===== src/hdl/utf8_stream_decoder_assert.svh =====
// Assertion macros used by the decoder's top-level RTL file.
`ifndef UTF8_STREAM_DECODER_ASSERT_SVH
`define UTF8_STREAM_DECODER_ASSERT_SVH

// Same-cycle implication, checked on the rising edge of clk outside reset.
`define UTF8SD_ASSERT_IMP(lbl, ante, cons, msg) \
    lbl: assert property (@(posedge clk) disable iff (!rst_n) (ante) |-> (cons)) \
        else $error(msg);

// Next-cycle implication, checked on the rising edge of clk outside reset.
`define UTF8SD_ASSERT_NXT(lbl, ante, cons, msg) \
    lbl: assert property (@(posedge clk) disable iff (!rst_n) (ante) |=> (cons)) \
        else $error(msg);

`endif


===== src/hdl/utf8sd_pkg.sv =====
// Widths, byte class constants and types of the UTF-8 stream decoder.
package utf8sd_pkg;

    localparam int BYTE_W    = 8;
    localparam int CP_W      = 21;
    localparam int CP_TDATA_W = ((CP_W + 7) / 8) * 8;
    localparam int PART_W    = 15;
    localparam int REM_W     = 2;
    localparam int CONT_W    = 6;

    typedef logic [BYTE_W-1:0] byte_t;
    typedef logic [CP_W-1:0]   cp_t;
    typedef logic [PART_W-1:0] part_t;
    typedef logic [REM_W-1:0]  rem_t;

    // Byte classes.
    localparam byte_t BYTE_NUL       = 8'h00;
    localparam byte_t BYTE_ASCII_MAX = 8'h7F;
    localparam byte_t BYTE_CONT_MAX  = 8'hBF;
    localparam byte_t BYTE_LEAD2_MIN = 8'hC0;
    localparam byte_t BYTE_LEAD2_MAX = 8'hDF;
    localparam byte_t BYTE_LEAD3_MIN = 8'hE0;
    localparam byte_t BYTE_LEAD3_MAX = 8'hEF;
    localparam byte_t BYTE_LEAD4_MIN = 8'hF0;
    localparam byte_t BYTE_LEAD4_MAX = 8'hF7;

    // Payload masks of the lead bytes.
    localparam byte_t MASK_LEAD2 = 8'h1F;
    localparam byte_t MASK_LEAD3 = 8'h0F;
    localparam byte_t MASK_LEAD4 = 8'h07;

    // Continuation counts still to come after each lead byte.
    localparam rem_t REM_IDLE  = 2'd0;
    localparam rem_t REM_ONE   = 2'd1;
    localparam rem_t REM_TWO   = 2'd2;
    localparam rem_t REM_THREE = 2'd3;

endpackage


===== src/hdl/utf8_stream_decoder.sv =====
// Top level of the byte-serial UTF-8 stream decoder.
// One byte goes in per item and exactly one 21-bit code point comes out per item; the
// code point is 0 when no character finished on that byte. Bytes 01..7F pass through
// while idle, lead bytes C0..DF, E0..EF and F0..F7 open sequences of 1, 2 or 3
// continuations, and any byte up to BF inside a sequence counts as a continuation.
// A byte C0..FF inside a sequence aborts it and is dropped; a zero byte resets the
// decoder. No checks for overlong forms, surrogates or values above 10FFFF are made.
// Each item passes an input register and then a result register, and the block
// sustains one item per clock cycle while the result side does not stall; the update
// of the sequence state between the two registers sets that rate.
module utf8_stream_decoder
    import utf8sd_pkg::*;
(
    input  logic                  clk,
    input  logic                  rst_n,
    input  logic                  s_axis_tvalid,
    output logic                  s_axis_tready,
    input  logic [BYTE_W-1:0]     s_axis_tdata,   // [7:0] byte_in
    output logic                  m_axis_tvalid,
    input  logic                  m_axis_tready,
    output logic [CP_TDATA_W-1:0] m_axis_tdata    // [20:0] code_point, [23:21] zero
);

    `include "utf8_stream_decoder_assert.svh"

    logic  in_valid_reg, in_valid_next;
    byte_t in_byte_reg;
    logic  out_valid_reg, out_valid_next;
    cp_t   out_cp_reg, out_cp_next;
    rem_t  rem_reg, rem_next;
    part_t part_reg, part_next;

    logic  in_accept;
    logic  step_fire;
    cp_t   cont_value;
    cp_t   byte_cp;
    logic  ascii_step;

    // Handshake: the decode step fires when a byte is held and the result slot is free or being emptied.
    assign in_accept     = s_axis_tvalid && s_axis_tready;
    assign step_fire     = in_valid_reg && (!out_valid_reg || m_axis_tready);
    assign s_axis_tready = !in_valid_reg || step_fire;
    assign m_axis_tvalid = out_valid_reg;
    assign m_axis_tdata  = {{(CP_TDATA_W - CP_W){1'b0}}, out_cp_reg};

    // Partial value shifted up with the low six bits of a continuation byte.
    assign cont_value = {{(CP_W - PART_W - CONT_W){1'b0}}, part_reg, in_byte_reg[CONT_W-1:0]};

    // Held byte widened to a code point, and the idle ASCII case it passes through in.
    assign byte_cp    = {{(CP_W - BYTE_W){1'b0}}, in_byte_reg};
    assign ascii_step = step_fire && (rem_reg == REM_IDLE)
                        && (in_byte_reg inside {[8'h01:BYTE_ASCII_MAX]});

    // Decode step for the held byte.
    always_comb
    begin
        out_cp_next = '0;
        rem_next    = rem_reg;
        part_next   = part_reg;
        if (in_byte_reg == BYTE_NUL)
        begin
            rem_next  = REM_IDLE;
            part_next = '0;
        end
        else if (rem_reg == REM_IDLE)
        begin
            if (in_byte_reg inside {[8'h01:BYTE_ASCII_MAX]})
            begin
                out_cp_next = {{(CP_W - BYTE_W){1'b0}}, in_byte_reg};
            end
            else if (in_byte_reg inside {[BYTE_LEAD2_MIN:BYTE_LEAD2_MAX]})
            begin
                part_next = {{(PART_W - BYTE_W){1'b0}}, in_byte_reg & MASK_LEAD2};
                rem_next  = REM_ONE;
            end
            else if (in_byte_reg inside {[BYTE_LEAD3_MIN:BYTE_LEAD3_MAX]})
            begin
                part_next = {{(PART_W - BYTE_W){1'b0}}, in_byte_reg & MASK_LEAD3};
                rem_next  = REM_TWO;
            end
            else if (in_byte_reg inside {[BYTE_LEAD4_MIN:BYTE_LEAD4_MAX]})
            begin
                part_next = {{(PART_W - BYTE_W){1'b0}}, in_byte_reg & MASK_LEAD4};
                rem_next  = REM_THREE;
            end
            // Stray continuations and bytes F8..FF are ignored while idle.
        end
        else if (in_byte_reg > BYTE_CONT_MAX)
        begin
            // A lead or invalid byte inside a sequence aborts it and is dropped.
            rem_next  = REM_IDLE;
            part_next = '0;
        end
        else if (rem_reg == REM_ONE)
        begin
            out_cp_next = cont_value;
            rem_next    = REM_IDLE;
            part_next   = '0;
        end
        else
        begin
            part_next = cont_value[PART_W-1:0];
            rem_next  = rem_reg - REM_ONE;
        end
    end

    // Valid flags of the input and result registers.
    always_comb
    begin
        if (in_accept)
        begin
            in_valid_next = 1'b1;
        end
        else if (step_fire)
        begin
            in_valid_next = 1'b0;
        end
        else
        begin
            in_valid_next = in_valid_reg;
        end

        if (step_fire)
        begin
            out_valid_next = 1'b1;
        end
        else if (m_axis_tready)
        begin
            out_valid_next = 1'b0;
        end
        else
        begin
            out_valid_next = out_valid_reg;
        end
    end

    // Control and sequence state.
    always_ff @(posedge clk or negedge rst_n)
    begin
        if (!rst_n)
        begin
            in_valid_reg  <= 1'b0;
            out_valid_reg <= 1'b0;
            rem_reg       <= REM_IDLE;
            part_reg      <= '0;
        end
        else
        begin
            in_valid_reg  <= in_valid_next;
            out_valid_reg <= out_valid_next;
            if (step_fire)
            begin
                rem_reg  <= rem_next;
                part_reg <= part_next;
            end
        end
    end

    // Payload registers.
    always_ff @(posedge clk)
    begin
        if (in_accept)
        begin
            in_byte_reg <= s_axis_tdata;
        end
        if (step_fire)
        begin
            out_cp_reg <= out_cp_next;
        end
    end

    // A zero byte always leaves the decoder idle.
    `UTF8SD_ASSERT_NXT(a_nul_resets, step_fire && (in_byte_reg == BYTE_NUL),
                       rem_reg == REM_IDLE, "zero byte did not reset the decoder")

    // ASCII taken while idle comes out unchanged in the next result.
    `UTF8SD_ASSERT_NXT(a_ascii_pass, ascii_step,
                       m_axis_tvalid && (out_cp_reg == $past(byte_cp)),
                       "ASCII byte not passed through")

    // An empty input register never blocks the input side.
    `UTF8SD_ASSERT_IMP(a_ready_empty, !in_valid_reg, s_axis_tready, "input stalled while empty")

endmodule


===== config.mk =====
export PLATFORM = sky130hd
export DESIGN_NAME = utf8_stream_decoder
export DESIGN_NICKNAME = d
export VERILOG_FILES = /design/src/hdl/utf8sd_pkg.sv /design/src/hdl/utf8_stream_decoder.sv
export VERILOG_INCLUDE_DIRS = /design/src /design/src/hdl
export SDC_FILE = /design/constraint.sdc
export NUM_CORES = 1
export LEC_CHECK = 0
export ABC_AREA = 1
export BUFFER_PORTS_ARGS = -buffer_cell sky130_fd_sc_hd__buf_2
export CAP_MARGIN = 20
export CORE_ASPECT_RATIO = 1.25
export CORE_MARGIN = 2
export CORE_UTILIZATION = 52
export CTS_BUF_LIST = sky130_fd_sc_hd__clkbuf_8
export DETAILED_ROUTE_END_ITERATION = 7
export GPL_TIMING_DRIVEN = 1
export PLACE_DENSITY = 0.88
export SETUP_SLACK_MARGIN = 0.2
export SYNTH_ARGS = -nofsm -noshare
export SYNTH_HDL_FRONTEND = slang
export SYNTH_SLANG_ARGS = --single-unit

===== constraint.sdc =====
create_clock -name clk -period 2.1 [get_ports clk]
set_input_delay 0.21 -clock clk [delete_from_list [all_inputs] [get_ports clk]]
set_output_delay 0.21 -clock clk [all_outputs]
set_load 0.03 [all_outputs]

==> metrics.md, run 1 <==
| Metric | Value |
|---|---|
| Critical path depth in cells | `8` |
| Post-synth top area cell | `edfxtp_1` |
| CTS clk-pin slew, worst paths | `0.08 ns` |
| Final HPWL DP | `2.607 mm` |
| Layout Utilization | `61.66%` |
| Cell Area, Synth | `2161 um2` |
| Pins Over Slew Limit | `0` |
| Synth-to-layout area growth | `15.11%` |
| Placed cell areas | `2364 um2` |
| CTS Buf Count | `5` |
| Layout fillers | `351` |
| Top routing layer used | `met4` |
| Cell count after placement | `293` |
| R2R Setup Slk | `0.39 ns` |
| Clock Skews | `0.008102 ns` |
| Multi-input logic area | `640.6 um2` |
| DR WL met2 | `2.002 mm` |
| TritonRoute pass-1 iters | `4` |
| Fin. Hold Viols | `0` |
| Endpoint class of the critical path | `flip-flop` |
| Setup crit start | `in_byte_reg[3]` |
| Post-Layout Cell Count | `302` |
| Final setup vio count | `0` |
| WP data arrival | `1.89 ns` |
| Crit-path leading delay family | `simple AND/OR/NAND/NOR gates` |
| Die area | `4690 um2` |
| Grt total ovfl | `0` |
| Root Driver | `clkbuf_8` |
| Initial Util | `53.57%` |
| Max-cap violation count | `0` |
| Overall Global Routing Usage | `17.39%` |
| Synthesis Warnings | `0` |
| First-pass GRT wire length | `5.968 mm` |
| Status | `complete, no violations` |
| Sink Count | `48` |
| Final worst-path cycle share | `81.23%` |
| Hold Slack | `0.07901 ns` |
| H-tree levels | `2` |
| CP bufs+invs | `1` |
| Pwr Density | `1234 nW/um2` |
| Critical-path top delay cell | `edfxtp_1` |
| Vias in the first global route | `1339` |
| WL final | `3.618 mm` |
| Clk_lat worst skew | `0.30 ns` |
| Initial antenna violation count | `0` |
| CP peak stage delay | `0.45 ns` |
| # diodes | `0` |
| Part of the power in registers | `44.7%` |
| Vias | `1503` |
| RSZ-0062 raised after global routing | `false` |
| Post-synthesis sequential area ratio | `62.30%` |
| Fmax | `0.5862 GHz` |
| Max FFs per register | `21` |
| Critical Path Fanout Max | `34` |
| Final setup TNS | `0 ns` |
| Core ar. | `4034 um2` |
| Mean Syn Cell Area | `10.44 um2` |
| Share of post-route cells with drive strength above 1 | `28.86%` |
| CTS tree | `built` |
| Clock tree buffer depth | `2` |
| Clock power share | `20.7%` |
| Postcts setup bufs | `0` |
| Final net count | `259` |
| Yosys reg bits | `48` |
| Power, Total | `3.070 mW` |
| Worst setup margin | `0.3941 ns` |
| Initial DRC Count | `39` |
| Combinational share of power | `34.6%` |
| Worst slack, placed | `0.3660 ns` |
| Antenna viol nets, final | `0` |
| Drt via density | `4.977` |
| Mapped Cells | `207` |
| Startpoint types | `flip-flop` |
| Hold depth | `1` |
| Die height | `76.07 um` |
| Crit Path Category | `reg -> reg` |
| Post-synth top area share | `40.30%` |
| RePlAce Congestion | `0.8907` |
| FP Rows | `26` |
| R2R Path End | `rem_reg[0]` |
| Critical Path Sink | `rem_reg[0]` |
| Detailed-route DRC error count | `0` |
| Crit path required time | `2.29 ns` |
| Largest net degree at the start of global routing | `35` |
| Port Buffer Count | `34` |
| Reg2Reg Depth | `8` |
| Worst IR Drop VDD | `0.6624 mV` |
| Yosys cell types | `22` |
| Minimum clock period | `1.706 ns` |
| Crit-path cells | `inv_1, nand2_1, nor2_1, nand2_2, nand3_2, nand2_4, nand2_1, o21ai_2` |
| Chip Width | `61.66 um` |
| I/O pin cnt | `38` |
| Fin area | `2487 um2` |
| Sw Ratio | `36.99%` |
| Cell mode on critical path | `nand2_1` |
| Drt wl/cell | `11.98 um` |
| Leakage | `1.092 nW` |
| Worst r2r src | `in_byte_reg[3]` |
| Met1 WL | `1.378 mm` |
| Switching pwr | `1.136 mW` |
| Power Internal | `1.935 mW` |
| Min-Delay Path Class | `in -> reg` |
| Routed wl met3 | `164 um` |
| FF/Latch Area | `1346 um2` |
| Ranking of synthesized cells by area | `edfxtp_1 40%, dfrtp_1 22%, o21ai_2 6.5%, nand2_1 5.7%, inv_1 5.0%` |
[Yosys cell counts]
library cell,instances
nand2_1,33
edfxtp_1,29
inv_1,29
nor2_1,23
dfrtp_1,19
o21ai_2,16
nand3_1,12
nor3_1,9
nand4_1,8
a21oi_1,5
buf_2,3
buf_4,3
buf_6,3
inv_2,3
nand2_2,3
ha_1,2
o21ai_0,2
a31oi_1,1
conb_1,1
nand2_4,1
nand3_2,1
o211ai_1,1
[cells in the final DEF (no fill, tap or decap), drive strengths merged]
cell type / count
a21oi: 5
a31oi: 1
buf: 37
bufinv: 1
clkbuf: 5
clkinv: 1
conb: 3
dfrtp: 19
dlygate4sd3: 1
edfxtp: 29
ha: 2
inv: 33
nand2: 37
nand3: 13
nand4: 8
nor2: 23
nor3: 9
o211ai: 1
o21ai: 18
[power groups by stage]
stage | registers (mW) | clock network, mW | logic (mW)
after floorplan | 1.50 | 0 | 0.721
final | 1.37 | 0.637 | 1.06
after global placement | 1.38 | 0 | 1.02
after detailed placement | 1.39 | 0 | 1.05
after global routing | 1.40 | 0.674 | 1.18
after CTS | 1.37 | 0.644 | 1.06
[logic make-up after synthesis]
group / synth area share, %
compound gates: 8.743
fa+ha+maj: 1.158
buf+inv: 8.859
flops: 62.30
other cells: 0.1735
simple gates: 18.76
[per-layer routing]
layer	vias to the layer above	GRT usage (%)
met2	49	29.37
met3	8	5.093
met1	692	19.56
li1	754	-
met4	0	7.447
met5	-	0
[area by class of cell]
class | instances | area share, %
Clock inverter | 3 | 1.559
Clock buffer | 5 | 2.767
Tap cell | 56 | 2.817
Inverter | 32 | 4.829
Timing Repair Buffer | 38 | 8.149
Multi-Input combinational cell | 120 | 25.75
Sequential cell | 48 | 54.12
[how the worst min path moves through the flow]
stage	to	slack, ns	start
global placement	in_valid_reg	0.18	rst_n
CTS	in_byte_reg[5]	0.08	s_axis_tdata[5]
finish	in_byte_reg[4]	0.08	s_axis_tdata[4]
global route	in_byte_reg[2]	0.07	s_axis_tdata[2]
floorplan	in_valid_reg	-0.09	rst_n
detailed placement	part_reg[4]	0.18	rst_n
[worst reg2reg max path, delay by kind of cell, from the launching register on]
family,cells,cell delay [ns]
and+or+nand+nor,6,0.95
DFF,1,0.45
buffers and inverters,1,0.13
AOI/OAI and AO/OA,1,0.06
[timing repair]
action,4_1_cts,5_1_grt
setup endpoints to repair,0,7
endpoints found under the hold margin,19,0
hold buffers,1,0
resized for setup,0,2
(Power assumes the default switching activity.)
==> run 2: changes to the inputs <==
==> constraint.sdc (replaced) <==
create_clock -name clk -period 1.5 [get_ports clk]
set_input_delay 0.15 -clock clk [delete_from_list [all_inputs] [get_ports clk]]
set_output_delay 0.15 -clock clk [all_outputs]
set_load 0.03 [all_outputs]
==> run 2 against run 1 <==
Via count increased by 18%. Cell area grew 25%. Global-route usage rose by 3.6 points. Hold slack got worse by 0.058 ns. Largest cell class unchanged.
==> metrics.md, run 2 (same netlist as run 1, synthesis figures left out) <==
| Metric | Value |
|---|---|
| Status | `complete, no violations` |
| WP data arrival | `1.52 ns (-0.37 ns)` |
| Fin. Hold Viols | `0 (unchanged)` |
| Pins Over Slew Limit | `0 (unchanged)` |
| Post-Layout Cell Count | `333 (+10%)` |
| Met1 GRT Util | `23.47% (+3.9 points)` |
| Leakage | `1.354 nW (+24%)` |
| Startpoint types | `flip-flop` |
| Drt wl/cell | `16.72 um (+40%)` |
| Final worst-path cycle share | `98.11% (+17 points)` |
| Port Buffer Count | `34 (unchanged)` |
| WL final | `5.568 mm (+54%)` |
| Cell count after placement | `304 (+3.8%)` |
| Minimum clock period | `1.472 ns (-0.2342 ns)` |
| Worst setup margin | `0.02834 ns (-0.3658 ns)` |
| First-pass GRT wire length | `7.314 mm (+23%)` |
| Final HPWL DP | `2.969 mm (+14%)` |
| Commonest non-fill, non-tap cells in the layout | `34 x buf_2, 29 x edfxtp_1, 24 x buf_4, 19 x inv_1` |
| Min-Delay Path Class | `in -> reg` |
| Drt via density | `5.324 (+7.0%)` |
| Fmax | `0.6795 GHz (+16%)` |
| I/O pin cnt | `38 (unchanged)` |
| Antenna viol nets, final | `0 (unchanged)` |
| RePlAce Congestion | `0.8904 (about the same)` |
| Grt total ovfl | `0 (unchanged)` |
| Final setup vio count | `0 (unchanged)` |
| Crit path required time | `1.55 ns (-0.74 ns)` |
| Initial Util | `53.57% (unchanged)` |
| Crit Path Category | `reg -> reg` |
| Sink Count | `48 (unchanged)` |
| Overall Global Routing Usage | `20.96% (+3.6 points)` |
| Worst IR Drop VDD | `1.030 mV (+55%)` |
| CTS tree | `built` |
| Pwr Density | `1746 nW/um2 (+41%)` |
| Worst slack, placed | `-0.07206 ns (-0.4380 ns)` |
| TritonRoute pass-1 iters | `4 (unchanged)` |
| RSZ-0062 raised after global routing | `true` |
| Endpoint class of the critical path | `flip-flop` |
| Die area | `4690 um2 (unchanged)` |
| Max-cap violation count | `0 (unchanged)` |
| Vias | `1773 (+18%)` |
| Met2 GRT Util | `36.11% (+6.7 points)` |
| CTS Buf Count | `5 (unchanged)` |
| Detailed-route DRC error count | `0 (unchanged)` |
| # diodes | `0 (unchanged)` |
| Layout fillers | `254 (-28%)` |
| Largest net degree at the start of global routing | `22 (-37%)` |
| Final net count | `290 (+12%)` |
| H-tree levels | `2 (unchanged)` |
| GRT busiest layer | `met2` |
| Root Driver | `clkbuf_8` |
| Initial antenna violation count | `0 (unchanged)` |
| Max FFs per register | `21 (unchanged)` |
| FP Rows | `26 (unchanged)` |
| Clock tree buffer depth | `2 (unchanged)` |
| Met3 usage | `4.924% (-0.17 points)` |
| Initial DRC Count | `124 (+220%)` |
| Core ar. | `4034 um2 (unchanged)` |
| Chip Width | `61.66 um (unchanged)` |
| Clk_lat worst skew | `0.31 ns (about the same)` |
| Synth-to-layout area growth | `44.35%` |
| Critical Path Fanout Max | `12 (-65%)` |
| Layout Utilization | `77.33% (+16 points)` |
| Power, Total | `5.446 mW (+77%)` |
| Vias in the first global route | `1618 (+21%)` |
| Die height | `76.07 um (unchanged)` |
| Share of post-route cells with drive strength above 1 | `55.60% (+27 points)` |
| Clock Skews | `0.009393 ns (+0.001291 ns)` |
| CTS clk-pin slew, worst paths | `0.09 ns (about the same)` |
| Commonest non-fill, non-tap cell in the layout | `buf_2` |
## run 2: final timing paths
kind	start	end	slack, ns	depth (start not counted)
max in group asynchronous	rst_n	m_axis_tvalid	0.84	2
worst max register to register	rem_reg[0]	out_cp_reg[1]	0.03	5
min in group asynchronous	rst_n	part_reg[9]	0.31	2
worst min-delay path	s_axis_tdata[6]	in_byte_reg[6]	0.02	1
worst max-delay path	rem_reg[0]	out_cp_reg[1]	0.03	5
worst min register to register	part_reg[3]	part_reg[3]	0.50	2
## run 2: per-stage QoR
stage | TNS [ns] | area [um2] | hold WS (ns)
floorplan | -0.1757 | 2230 | -0.1456
global placement | 0 | 2539 | 0.1121
detailed placement | -0.6314 | 2539 | 0.1177
CTS | 0 | 2814 | 0.01457
global route | -0.009220 | 3119 | 0.01406
finish | 0 | 3119 | 0.02057
## run 2: power breakdown
group          switching [mW]  internal, mW
combinational            1.49          1.01
clock                   0.425         0.494
sequential              0.285          1.75
## run 2: area by class of cell
cell class	count	area, um2	share of cell area (%)
clock inverter	3	42.54	1.364
clock buffer	5	68.82	2.206
sequential	48	1349	43.24
inverter	32	130.1	4.172
tap	56	70.07	2.246
timing repair buffer	68	531.8	17.05
multi-input combinational	121	927.1	29.72
## run 2: critical path, stage by stage, from the launching register on
cell and delay, ns:
dfrtp_2 0.47, inv_2 0.11, ha_4 0.19, inv_6 0.08, a21oi_4 0.26, nor3_2 0.09
## run 2: repair_timing
item,in CTS,in global routing
setup endpoints to repair,38,38
pin swaps,2,9
resized for setup,19,56
cloned,1,3
setup buffers,8,8
hold buffers,1,0
hold endpoints to repair,19,0
## run 2: layer usage
metal,part of all wire [%],wire (um),vias to the layer above
li1,-,-,817
met1,35,1930,855
met2,56,3135,74
met3,5.1,284,27
met4,3.9,218,0
met5,0,0,-
==> run 3: changes to the inputs <==
--- a/config.mk
+++ b/config.mk
@@ -6,16 +6,15 @@
 export SDC_FILE = /design/constraint.sdc
 export NUM_CORES = 1
 export LEC_CHECK = 0
-export ABC_AREA = 1
 export BUFFER_PORTS_ARGS = -buffer_cell sky130_fd_sc_hd__buf_2
 export CAP_MARGIN = 20
 export CORE_ASPECT_RATIO = 1.25
 export CORE_MARGIN = 2
-export CORE_UTILIZATION = 52
+export CORE_UTILIZATION = 51
 export CTS_BUF_LIST = sky130_fd_sc_hd__clkbuf_8
 export DETAILED_ROUTE_END_ITERATION = 7
 export GPL_TIMING_DRIVEN = 1
-export PLACE_DENSITY = 0.88
+export PLACE_DENSITY = 0.87
 export SETUP_SLACK_MARGIN = 0.2
 export SYNTH_ARGS = -nofsm -noshare
 export SYNTH_HDL_FRONTEND = slang
==> run 3 against run 2 <==
The run now ends with setup timing left. Cell area fell by 15%. Register-to-register slack got worse by 0.35 ns. Non-clock buffer count down 10. Combinational power is 34% lower.
==> metrics.md, run 3 <==
| Metric | Value |
|---|---|
| Critical Path Fanout Max | `6 (-6)` |
| Post-synthesis sequential area ratio | `64.82% (+2.5 points)` |
| Crit-path leading delay family | `simple AND/OR/NAND/NOR gates` |
| Share of post-route cells with drive strength above 1 | `38.25% (-17 points)` |
| Final worst-path cycle share | `121.3% (+23 points)` |
| Synth-to-layout area growth | `28.07%` |
| Initial antenna violation count | `0 (unchanged)` |
| Max-cap violation count | `0 (unchanged)` |
| Worst IR Drop VDD | `1.064 mV (+3.3%)` |
| Critical-path top delay cell | `or4_4` |
| Fin area | `2660 um2 (-15%)` |
| Overall Global Routing Usage | `18.22% (-2.7 points)` |
| Layout Utilization | `69.14% (-8.2 points)` |
| Top FF cell, synth | `edfxtp_1` |
| Yosys reg bits | `48 (unchanged)` |
| Synthesis Warnings | `0 (unchanged)` |
| Chip Width | `61.08 um (-0.93%)` |
| Crit path required time | `1.71 ns (+0.16 ns)` |
| Clock Skews | `0.008213 ns (-0.001180 ns)` |
| Initial DRC Count | `43 (-65%)` |
| Final HPWL DP | `2.627 mm (-12%)` |
| WP data arrival | `2.03 ns (+0.51 ns)` |
| RSZ-0062 raised after global routing | `true` |
| Core ar. | `3847 um2 (-4.6%)` |
| Yosys cell types | `33 (+50%)` |
| Port Buffer Count | `34 (unchanged)` |
| Switching pwr | `1.413 mW (-36%)` |
| Fmax | `0.5497 GHz (-19%)` |
| Max FFs per register | `21 (unchanged)` |
| Fin. Hold Viols | `0 (unchanged)` |
| Vias in the first global route | `1282 (-21%)` |
| FF/Latch Area | `1348 um2 (about the same)` |
| Cell Area, Synth | `2077 um2 (-3.9%)` |
| Commonest non-fill, non-tap cell in the layout | `buf_2` |
| Hold depth | `1 (unchanged)` |
| Pins Over Slew Limit | `0 (unchanged)` |
| Placed cell areas | `2450 um2 (-3.5%)` |
| Detailed-route DRC error count | `0 (unchanged)` |
| Clk_lat worst skew | `0.30 ns (about the same)` |
| Final net count | `230 (-21%)` |
| Post-synth EDFFs | `29 (unchanged)` |
| Vias | `1362 (-23%)` |
| CTS tree | `built` |
| Crit-path cells | `or4_4, o21ai_4, o21a_4, buf_4, mux2i_2` |
| Post-synth top area cell | `edfxtp_1` |
| Min-delay src | `s_axis_tdata[6]` |
| CP bufs+invs | `1 (-1)` |
| H-tree levels | `2 (unchanged)` |
| Multi-input logic area | `684.4 um2 (-26%)` |
| Post-synth top area share | `41.93% (+1.6 points)` |
| Die height | `75.35 um (-0.95%)` |
| WL final | `3.911 mm (-30%)` |
| # diodes | `0 (unchanged)` |
| Initial Util | `53.98% (+0.42 points)` |
| Commonest non-fill, non-tap cells in the layout | `34 x buf_2, 29 x edfxtp_1, 18 x dfrtp_1, 17 x inv_1, 17 x buf_4` |
| Post-synth ARST share | `39.58% (unchanged)` |
| Drt wl/cell | `14.43 um (-14%)` |
| Sink Count | `48 (unchanged)` |
| CP peak stage delay | `0.58 ns (+0.11 ns)` |
| Worst slack, placed | `-0.3557 ns (-0.2836 ns)` |
| Clock power share | `20.2% (+3.3 points)` |
| I/O pin cnt | `38 (unchanged)` |
| Sw Ratio | `32.00% (-8.3 points)` |
| Final setup vio count | `38 (+38)` |
| RePlAce Congestion | `0.8136 (-8.6%)` |
| Combinational share of power | `37.4% (-8.4 points)` |
| Endpoint class of the critical path | `flip-flop` |
| Worst r2r src | `in_byte_reg[3]` |
| Pwr Density | `1660 nW/um2 (-4.9%)` |
| Startpoint types | `flip-flop` |
| FP Rows | `25 (-3.8%)` |
| TritonRoute pass-1 iters | `4 (unchanged)` |
| Root Driver | `clkbuf_8` |
| Ranking of synthesized cells by area | `edfxtp_1 42%, dfrtp_1 23%, mux2i_1 7.2%, and2_1 4.8%, inv_1 2.9%` |
| Layout fillers | `268 (+5.5%)` |
| Failing checks | `setup timing` |
| Min-Delay Path Class | `in -> reg` |
| Antenna viol nets, final | `0 (unchanged)` |
| Leakage | `1.157 nW (-15%)` |
| Die area | `4602 um2 (-1.9%)` |
| Grt total ovfl | `0 (unchanged)` |
| CTS Buf Count | `5 (unchanged)` |
| Synth cell count leaders | `29 x edfxtp_1, 19 x dfrtp_1, 16 x and2_1, 16 x inv_1, 15 x mux2i_1` |
| Part of the power in registers | `42.4% (+5.0 points)` |
| Largest net degree at the start of global routing | `22 (unchanged)` |
| Setup crit start | `in_byte_reg[3]` |
| Drt via density | `5.026 (-5.6%)` |
| Count leader, synth | `edfxtp_1` |
| Status | `complete, but fails checks` |
| CTS clk-pin slew, worst paths | `0.09 ns (about the same)` |
| Crit Path Category | `reg -> reg` |
| Reg2Reg Depth | `5 (unchanged)` |
| Critical path depth in cells | `5 (unchanged)` |
| Worst setup margin | `-0.3191 ns (-0.3474 ns)` |
| Minimum clock period | `1.819 ns (+0.3474 ns)` |
| Power Internal | `3.003 mW (-7.7%)` |
| Clock tree buffer depth | `2 (unchanged)` |
| Mapped Cells | `156 (-25%)` |
| Mean Syn Cell Area | `13.31 um2 (+28%)` |
| First-pass GRT wire length | `5.961 mm (-18%)` |
==> run 3: changes by cell type after synthesis, sizes merged, moves of 7 or more <==
cell | before | now
nand4 | 8 | 0
a21boi | 0 | 7
inv | 32 | 16
nor2 | 23 | 1
nand2 | 37 | 11
and2 | 0 | 16
nand3 | 13 | 1
mux2i | 0 | 15
nor3 | 9 | 0
o21ai | 18 | 6
==> run 3: final cells by class <==
| class | count | area share (%) |
|---|---|---|
| timing repair buffer | 58 | 14.77 |
| tap | 54 | 2.540 |
| inverter | 16 | 2.258 |
| clock buffer | 5 | 2.587 |
| multi-input combinational | 87 | 25.73 |
| sequential | 48 | 50.66 |
| clock inverter | 3 | 1.458 |
==> run 3: worst paths after layout <==
| kind | endpoint | slack [ns] |
|---|---|---|
| min reg2reg | m_axis_tvalid | 0.50 |
| max reg2reg | part_reg[10] | -0.32 |
| min in group asynchronous | rem_reg[0] | 0.32 |
| max | part_reg[10] | -0.32 |
| min | in_byte_reg[6] | 0.03 |
| max in group asynchronous | m_axis_tvalid | 0.85 |
==> run 3: what timing repair did <==
item                                   4_1_cts  5_1_grt
setup buffers                                1        2
setup endpoints to repair                   38       59
hold buffers                                 1        0
gates resized for setup                     10        4
cloned                                       0        0
pin swaps                                    4        4
endpoints found under the hold margin       19        0
==> run 3: power by group through the flow <==
stage	Clock, mW	Sequential [mW]	Combinational, mW
after floorplan	0	2.02	0.790
after global placement	0	1.88	1.42
after detailed placement	0	1.89	1.47
after CTS	0.910	1.87	1.59
after global routing	0.968	1.90	1.76
final	0.893	1.87	1.65
==> run 3: cells by family (layout without fill, tap and decap cells) <==
family / after synthesis / count (layout) / synth area share (%)
DFF: 48 / 48 / 64.82
and+or+nand+nor: 41 / 41 / 11.51
AOI/OAI and AO/OA: 24 / 24 / 8.133
buffers and inverters: 23 / 82 / 5.844
muxes: 17 / 17 / 8.313
adders and majority gates: 2 / 2 / 1.205
other: 1 / 3 / 0.1805
==> run 3: per-stage QoR <==
stage	setup TNS [ns]	total power [mW]	std cells	hold WS, ns
6_report	-10.56	4.415	271	0.02551
3_5_place_dp	-11.58	3.367	259	0.1143
5_1_grt	-12.20	4.630	271	0.01240
3_3_place_gp	-10.41	3.301	259	0.1067
2_1_floorplan	-9.570	2.812	158	-0.1456
4_1_cts	-9.816	4.374	269	0.01752
==> run 3: per-layer routing <==
| layer | GRT usage [%] | vias to the layer above | routed length, um |
|---|---|---|---|
| li1 | - | 653 | - |
| met1 | 21.09 | 658 | 1533 |
| met2 | 30.85 | 38 | 2109 |
| met3 | 4.414 | 13 | 138 |
| met4 | 9.662 | 0 | 130 |
| met5 | 0 | - | 0 |
